**src/rtl/eq3b_pkg.sv**
```systemverilog
// ----------------------------------------------------------------------------
// Three-band equaliser package
// Widths, register map, reset values and the pole saturation helper.
// ----------------------------------------------------------------------------
package eq3b_pkg;

	localparam int SampleW  = 16;
	localparam int PoleW    = 32;
	localparam int FracW    = 16;
	localparam int CoeffW   = 17;
	localparam int GainW    = 16;
	localparam int MulAW    = 34;
	localparam int MulBW    = 18;
	localparam int ProdW    = MulAW + MulBW;
	localparam int AccW     = ProdW + 2;
	localparam int OutShift = 28;
	localparam int NumPoles = 4;
	localparam int DelayLen = 3;
	localparam int AddrW    = 5;
	localparam int DataW    = 32;

	localparam logic [2:0] REG_LOW_COEFF  = 3'd0;
	localparam logic [2:0] REG_HIGH_COEFF = 3'd1;
	localparam logic [2:0] REG_LOW_GAIN   = 3'd2;
	localparam logic [2:0] REG_MID_GAIN   = 3'd3;
	localparam logic [2:0] REG_HIGH_GAIN  = 3'd4;

	localparam logic [CoeffW-1:0] LowCoeffRst  = CoeffW'(8213);
	localparam logic [CoeffW-1:0] HighCoeffRst = CoeffW'(45708);
	localparam logic [GainW-1:0]  GainRst      = GainW'(4096);

	// Sequencer steps
	localparam logic [3:0] STEP_POLE_LAST = 4'd7;
	localparam logic [3:0] STEP_UPD_LAST  = 4'd8;
	localparam logic [3:0] STEP_MAC_LOW   = 4'd9;
	localparam logic [3:0] STEP_MAC_MID   = 4'd10;
	localparam logic [3:0] STEP_MAC_HIGH  = 4'd11;
	localparam logic [3:0] STEP_FINISH    = 4'd12;

	function automatic logic signed [PoleW-1:0] sat_pole(input logic signed [PoleW+4:0] v);
		logic signed [PoleW+4:0] hi_lim;
		logic signed [PoleW+4:0] lo_lim;
		hi_lim = (PoleW+5)'(signed'({1'b0, {(PoleW-1){1'b1}}}));
		lo_lim = (PoleW+5)'(signed'({1'b1, {(PoleW-1){1'b0}}}));
		if (v > hi_lim)
			sat_pole = {1'b0, {(PoleW-1){1'b1}}};
		else if (v < lo_lim)
			sat_pole = {1'b1, {(PoleW-1){1'b0}}};
		else
			sat_pole = v[PoleW-1:0];
	endfunction

endpackage

```
**src/rtl/three_band_equalizer_top.sv**
```systemverilog
// ----------------------------------------------------------------------------
// Three-band equaliser
// Four-pole low and high splits, per-band gain, rounded and saturated sum.
// ----------------------------------------------------------------------------
// Each sample runs through all sequencer steps before its result is ready. A
// new sample is taken whenever the sequencer is idle, even while the previous
// result still waits on the output, but never before the last one is through.
// One signed 34x18 multiplier is shared by the eight pole updates (low and high
// cascades interleaved, each product registered and added into its pole the
// following cycle) and the three band gains; the finishing step rounds and
// saturates. The sequencer holds its last step until the output register is
// free. Coefficients and gains are written over the APB port; the user must
// write them only while no sample is in flight, as the block does not enforce
// it.
module three_band_equalizer_top
	import eq3b_pkg::*;
(
	input  logic             clk,
	input  logic             arst_n,
	input  logic             s_axis_tvalid,
	output logic             s_axis_tready,
	input  logic [15:0]      s_axis_tdata,   // [15:0] sample_in
	output logic             m_axis_tvalid,
	input  logic             m_axis_tready,
	output logic [15:0]      m_axis_tdata,   // [15:0] sample_out
	output logic             m_axis_tuser,   // [0] clipped
	input  logic             psel,
	input  logic             penable,
	input  logic             pwrite,
	input  logic [AddrW-1:0] paddr,
	input  logic [DataW-1:0] pwdata,
	output logic [DataW-1:0] prdata,
	output logic             pready
);

	localparam logic ST_IDLE = 1'b0;
	localparam logic ST_RUN  = 1'b1;

	logic                       state_q;
	logic [3:0]                 step_q;
	logic [CoeffW-1:0]          low_coeff_q, high_coeff_q;
	logic [GainW-1:0]           low_gain_q, mid_gain_q, high_gain_q;
	logic signed [PoleW-1:0]    lo_ring_q [NumPoles];
	logic signed [PoleW-1:0]    hi_ring_q [NumPoles];
	logic signed [SampleW-1:0]  delay_q [DelayLen];
	logic signed [SampleW-1:0]  sample_q;
	logic signed [ProdW-1:0]    prod_q;
	logic signed [AccW-1:0]     acc_q;
	logic                       out_valid_q;
	logic [SampleW-1:0]         sample_out_q;
	logic                       clipped_q;

	logic                       in_fire, cfg_wr, finish;
	logic                       casc_mul, casc_upd;
	logic signed [PoleW-1:0]    x_sel, p_sel, p_upd;
	logic signed [PoleW:0]      diff;
	logic signed [PoleW:0]      band_h, band_m;
	logic signed [PoleW-1:0]    band_d;
	logic signed [MulAW-1:0]    mul_a;
	logic signed [MulBW-1:0]    mul_b;
	logic signed [ProdW-1:0]    mul_p;
	logic signed [PoleW+4:0]    upd_sum;
	logic signed [PoleW-1:0]    pole_new;
	logic signed [AccW-1:0]     total;
	logic signed [AccW-OutShift-1:0] y;
	logic [3:0]                 step_prev;

	assign in_fire       = s_axis_tvalid && s_axis_tready;
	assign s_axis_tready = (state_q == ST_IDLE);
	assign cfg_wr        = psel && penable && pwrite && pready;
	assign pready        = 1'b1;
	assign finish        = (state_q == ST_RUN) && (step_q == STEP_FINISH)
		&& (!out_valid_q || m_axis_tready);

	assign m_axis_tvalid = out_valid_q;
	assign m_axis_tdata  = sample_out_q;
	assign m_axis_tuser  = clipped_q;

	always_comb begin
		unique case (paddr[4:2])
			REG_LOW_COEFF:  prdata = DataW'(low_coeff_q);
			REG_HIGH_COEFF: prdata = DataW'(high_coeff_q);
			REG_LOW_GAIN:   prdata = DataW'(low_gain_q);
			REG_MID_GAIN:   prdata = DataW'(mid_gain_q);
			REG_HIGH_GAIN:  prdata = DataW'(high_gain_q);
			default:        prdata = '0;
		endcase
	end

	always_ff @(posedge clk or negedge arst_n) begin
		if (!arst_n) begin
			low_coeff_q  <= LowCoeffRst;
			high_coeff_q <= HighCoeffRst;
			low_gain_q   <= GainRst;
			mid_gain_q   <= GainRst;
			high_gain_q  <= GainRst;
		end else if (cfg_wr) begin
			unique case (paddr[4:2])
				REG_LOW_COEFF:  low_coeff_q  <= pwdata[CoeffW-1:0];
				REG_HIGH_COEFF: high_coeff_q <= pwdata[CoeffW-1:0];
				REG_LOW_GAIN:   low_gain_q   <= pwdata[GainW-1:0];
				REG_MID_GAIN:   mid_gain_q   <= pwdata[GainW-1:0];
				REG_HIGH_GAIN:  high_gain_q  <= pwdata[GainW-1:0];
				default: ;
			endcase
		end
	end

	// Shared multiplier operand select
	assign casc_mul = step_q[0];
	assign p_sel    = casc_mul ? hi_ring_q[0] : lo_ring_q[0];
	assign x_sel    = (step_q[2:1] == 2'd0) ? {sample_q, {FracW{1'b0}}}
		: (casc_mul ? hi_ring_q[NumPoles-1] : lo_ring_q[NumPoles-1]);
	assign diff     = (PoleW+1)'(x_sel) - (PoleW+1)'(p_sel);

	assign band_d = {delay_q[DelayLen-1], {FracW{1'b0}}};
	assign band_h = (PoleW+1)'(band_d) - (PoleW+1)'(hi_ring_q[NumPoles-1]);
	assign band_m = (PoleW+1)'(hi_ring_q[NumPoles-1]) - (PoleW+1)'(lo_ring_q[NumPoles-1]);

	always_comb begin
		priority if (step_q <= STEP_POLE_LAST) begin
			mul_a = MulAW'(diff);
			mul_b = MulBW'(signed'({1'b0, casc_mul ? high_coeff_q : low_coeff_q}));
		end else if (step_q == STEP_MAC_LOW) begin
			mul_a = MulAW'(lo_ring_q[NumPoles-1]);
			mul_b = MulBW'(signed'({1'b0, low_gain_q}));
		end else if (step_q == STEP_MAC_MID) begin
			mul_a = MulAW'(band_m);
			mul_b = MulBW'(signed'({1'b0, mid_gain_q}));
		end else begin
			mul_a = MulAW'(band_h);
			mul_b = MulBW'(signed'({1'b0, high_gain_q}));
		end
	end

	assign mul_p = mul_a * mul_b;

	// Pole update from the registered product
	assign step_prev = step_q - 4'd1;
	assign casc_upd  = step_prev[0];
	assign p_upd     = casc_upd ? hi_ring_q[0] : lo_ring_q[0];
	assign upd_sum   = (PoleW+5)'(p_upd) + (PoleW+5)'(signed'(prod_q[ProdW-1:FracW]));
	assign pole_new  = sat_pole(upd_sum);

	// Round half up and saturate
	assign total = acc_q + AccW'(prod_q) + AccW'(signed'({1'b0, 1'b1, {(OutShift-1){1'b0}}}));
	assign y     = total[AccW-1:OutShift];

	always_ff @(posedge clk or negedge arst_n) begin
		if (!arst_n) begin
			state_q <= ST_IDLE;
			step_q  <= '0;
			for (int i = 0; i < NumPoles; i++) begin
				lo_ring_q[i] <= '0;
				hi_ring_q[i] <= '0;
			end
			for (int i = 0; i < DelayLen; i++)
				delay_q[i] <= '0;
			out_valid_q <= 1'b0;
		end else begin
			if (finish)
				out_valid_q <= 1'b1;
			else if (m_axis_tready)
				out_valid_q <= 1'b0;
			unique case (state_q)
				ST_IDLE: begin
					if (in_fire) begin
						state_q <= ST_RUN;
						step_q  <= '0;
					end
				end
				ST_RUN: begin
					if (step_q != STEP_FINISH)
						step_q <= step_q + 4'd1;
					if (step_q != 4'd0 && step_q <= STEP_UPD_LAST) begin
						if (casc_upd) begin
							for (int i = 0; i < NumPoles-1; i++)
								hi_ring_q[i] <= hi_ring_q[i+1];
							hi_ring_q[NumPoles-1] <= pole_new;
						end else begin
							for (int i = 0; i < NumPoles-1; i++)
								lo_ring_q[i] <= lo_ring_q[i+1];
							lo_ring_q[NumPoles-1] <= pole_new;
						end
					end
					if (finish) begin
						state_q <= ST_IDLE;
						for (int i = DelayLen-1; i > 0; i--)
							delay_q[i] <= delay_q[i-1];
						delay_q[0] <= sample_q;
					end
				end
				default: state_q <= ST_IDLE;
			endcase
		end
	end

	// Datapath registers
	always_ff @(posedge clk) begin
		prod_q <= mul_p;
		if (in_fire)
			sample_q <= s_axis_tdata;
		if (step_q == STEP_MAC_MID)
			acc_q <= AccW'(prod_q);
		else if (step_q == STEP_MAC_HIGH)
			acc_q <= acc_q + AccW'(prod_q);
		if (finish) begin
			if (y > (AccW-OutShift)'(32767)) begin
				sample_out_q <= 16'h7FFF;
				clipped_q    <= 1'b1;
			end else if (y < -(AccW-OutShift)'(32768)) begin
				sample_out_q <= 16'h8000;
				clipped_q    <= 1'b1;
			end else begin
				sample_out_q <= y[SampleW-1:0];
				clipped_q    <= 1'b0;
			end
		end
	end

endmodule
```
**config.mk**
```make
export PLATFORM = sky130hd
export DESIGN_NAME = three_band_equalizer_top
export DESIGN_NICKNAME = d
export VERILOG_FILES = /design/src/rtl/eq3b_pkg.sv /design/src/rtl/three_band_equalizer_top.sv
export SDC_FILE = /design/constraint.sdc
export NUM_CORES = 2
export LEC_CHECK = 0
export ABC_AREA = 1
export BUFFER_PORTS_ARGS = -buffer_cell sky130_fd_sc_hd__buf_4
export CORE_ASPECT_RATIO = 1.1
export CORE_MARGIN = 1
export CORE_UTILIZATION = 25
export CTS_BUF_LIST = sky130_fd_sc_hd__clkbuf_8
export CTS_CLUSTER_SIZE = 10
export DETAILED_ROUTE_END_ITERATION = 10
export GPL_TIMING_DRIVEN = 0
export PLACE_DENSITY = 0.4
export SLEW_MARGIN = 0
export SYNTH_ARGS = -nofsm -noshare
export SYNTH_HDL_FRONTEND = slang
export SYNTH_SLANG_ARGS = --single-unit
```
**constraint.sdc**
```tcl
create_clock -name clk -period 9.8 [get_ports clk]
set_input_delay 0 -clock clk [delete_from_list [all_inputs] [get_ports clk]]
set_output_delay 0 -clock clk [all_outputs]
set_load 0.01 [all_outputs]
```
==> impl_metrics.py <==
metrics = {
    "synth": {
        "synthMuxAreaShare_pct": 0,
        "ys_ff_latch": 531,
        "yosysTopAreaCell": "fa_1",
        "synth_compound_area_share_pct": 11.3,
        "synth-edff-count": 87,
        "synth_area_leaders": "fa_1 (20%), dfrtp_1 (17%), nand2_1 (15%)",
        "synth_top_family_by_area": "adder cells",
        "netlist.area_leader.share_pct": 20.0,
        "synth_area_um2": 54500,
        "yosysSeqAreaShare_pct": 24.7,
        "avgSynthCellArea_um2": 7.39,
        "synth_cells": 7375,
        "synth_flop_cell": "dfrtp_1",
        "synth_xor_area_share_pct": 2.38,
        "synth-simple-area-share_pct": 23.7,
        "yosys_warnings": 0,
        "synth_fa_ha_area_share_pct": 26.8,
        "async_reset_ff_share_pct": 73.8,
        "synth.distinct_cells": 67,
    },
    "sta": {
        "skew_ns": 0.108,
        "finalCritPeriodShare_pct": 97.5,
        "slew_viol_final": 1,
        "hold_violations": 0,
        "max_slew_margin_pct": -0.0433,
        "worstMarginPinSlew_ns": 1.48,
        "finalSetupViolCount": 0,
        "fin_ws_ns": 0.245,
        "setup_tns_ns": 0,
        "hold_ws_ns": 0.0529,
        "rsz0062_at_grt": "yes",
        "min_period_ns": 9.55,
        "fmax_ghz": 0.105,
    },
    "worst_setup_path": {
        "cp-end-kind": "register",
        "cpPeakStageDelay_ns": 0.63,
        "critPathSlowestCell": "fa_2",
        "r2r_cells": 42,
        "r2r_slack_ns": 0.25,
        "cp-start-kind": "register",
        "crit_buf_inv": 11,
        "crit_family": "adder cells",
        "crit_path_max_fanout": 10,
        "critPathKind": "register to register",
        "arrival_ns": 10.27,
        "crit_top_cell": "inv_1",
        "cp_num_cells": 42,
        "crit_required_ns": 10.52,
    },
    "min_path": {
        "holdPathStages": 2,
        "hp-class": "input pin to register",
    },
    "placement": {
        "dp_slack_ns": -3.37,
        "portBuffers": 77,
        "gp_congestion": 0.931,
        "dpl.hpwl_um": 201000,
    },
    "floorplan": {
        "num_io_pins": 112,
        "start_util_pct": 25.2,
        "die-area_um2": 220000,
        "rows": 179,
        "die_width_um": 447,
        "core_area_um2": 216000,
        "die_h_um": 492,
    },
    "routing": {
        "drt-vias-per-instance": 4.68,
        "first_pass_iters": 6,
        "drc": 0,
        "drt-total-wl_um": 243000,
        "final_antenna_net_count": 0,
        "drt_iter0_markers": 3476,
        "via_count": 50000,
        "wl_per_cell_um": 22.7,
    },
    "grt": {
        "groute.usage.overall_pct": 22.1,
        "grt_overflow": 0,
        "grt_pass1_wl_um": 354000,
        "antenna_found_initial": 12,
        "grt_pass1_vias": 52100,
        "grt_max_degree": 103,
    },
    "finish": {
        "area_growth_pct": 15.9,
        "drive_above_1_share_pct": 9.38,
        "fin_util_pct": 29.2,
        "multi_input_area_um2": 35800,
        "final_cell_mix": "nand2_1 (2174), inv_1 (1314), fa_1 (541)",
        "final_common_cell": "nand2_1",
        "area.sequential_um2": 13500,
        "fill_cells": 24100,
        "final_nets": 8592,
    },
    "cts": {
        "cts-root-buf": "clkbuf_8",
        "cts_tree": "yes",
        "cts_buffer_depth": 3,
        "clk_transition_reported_paths_ns": 0.06,
        "cts_sinks": 531,
        "cts-buffers-inserted": 101,
        "clk-insertion-delay-late_ns": 0.88,
        "ctsHtreeMaxLevel": 3,
    },
    "run": {
        "maxCapViolCount": 1,
    },
    "outcome": {
        "status": "finished with violations",
        "violations": "max-capacitance violations, max-slew violations",
    },
}
==> layer usage <==
layer / wire length (um) / vias to the layer above / GRT usage [%]
met5: 0 / - / 0
met4: 9900 / 0 / 7.95
met3: 10900 / 335 / 2.26
met2: 121000 / 1390 / 39.2
met1: 101000 / 24800 / 27.5
li1: - / 23500 / -
==> synthesized netlist by cell type, types with 17 or more instances <==
| master | number |
|---|---|
| or2_2 | 32 |
| buf_4 | 22 |
| nand2_1 | 2205 |
| clkinv_1 | 18 |
| a31oi_1 | 38 |
| o21ai_1 | 17 |
| o21ai_0 | 521 |
| nand4_1 | 52 |
| dfrtp_1 | 378 |
| nand2_2 | 47 |
| xnor2_1 | 63 |
| inv_1 | 1281 |
| dfxtp_1 | 52 |
| a21oi_1 | 351 |
| o21a_1 | 17 |
| ha_1 | 296 |
| inv_2 | 31 |
| fa_1 | 544 |
| nor2_2 | 30 |
| nor3_1 | 38 |
| clkbuf_1 | 195 |
| xor2_1 | 83 |
| nand3_1 | 205 |
| nor2_1 | 495 |
| edfxtp_1 | 87 |
| o211ai_1 | 63 |
==> layout make-up <==
cell class                      count  area share, %
Clock inverter                     70          0.722
Timing Repair Buffer              201           3.01
Antenna cell                        9         0.0357
Tap cell                         2896           5.74
Clock buffer                      114           2.49
Inverter                         1331           7.96
Multi-Input combinational cell   5280           56.7
Buffer                            246           1.99
Sequential cell                   531           21.4
==> timing repair <==
item | 4_1_cts | 5_1_grt
hold buffers | 66 | 0
endpoints found under the setup margin | 43 | 22
gates cloned | 0 | 0
gates resized for setup | 207 | 128
pin swaps | 18 | 17
setup buffers | 20 | 16
hold endpoints to repair | 343 | 0
==> worst paths after layout <==
kind                                  endpoint             start
max in group asynchronous       hi_ring_q[110]            arst_n
worst max register to register      prod_q[51]         step_q[2]
min in group asynchronous        mid_gain_q[7]            arst_n
worst min-delay path              sample_q[10]  s_axis_tdata[10]
worst min register to register  lo_ring_q[106]     lo_ring_q[74]
worst max-delay path                prod_q[51]         step_q[2]
==> flip-flops by register name, indices dropped and copies added, names as in the netlist, 17 cells and up <==
signal,flops
high_coeff_q,17
hi_ring_q,128
acc_q,54
low_coeff_q,17
delay_q,32
prod_q,52
lo_ring_q,128
==> kinds of logic (layout without fill, tap and decap cells) <==
kind of cell	after synthesis	count (layout)
AO/OA/AOI/OAI	1113	1113
XOR/XNOR	147	147
adder cells (fa/ha/maj)	840	840
buffers and inverters	1578	1962
flip-flops	531	531
other	2	25
AND/OR/NAND/NOR	3164	3164
==> metrics by stage <==
| step | area (um^2) | instances |
|---|---|---|
| global placement | 58700 | 10400 |
| global route | 63100 | 10700 |
| detailed placement | 59100 | 10400 |
| floorplan | 54500 | 7389 |
| finish | 63100 | 10700 |
| CTS | 62600 | 10700 |
Power is left out: the tool's default activity adds up to more than one toggle a clock period on the data nets, which glitch-free logic cannot reach.
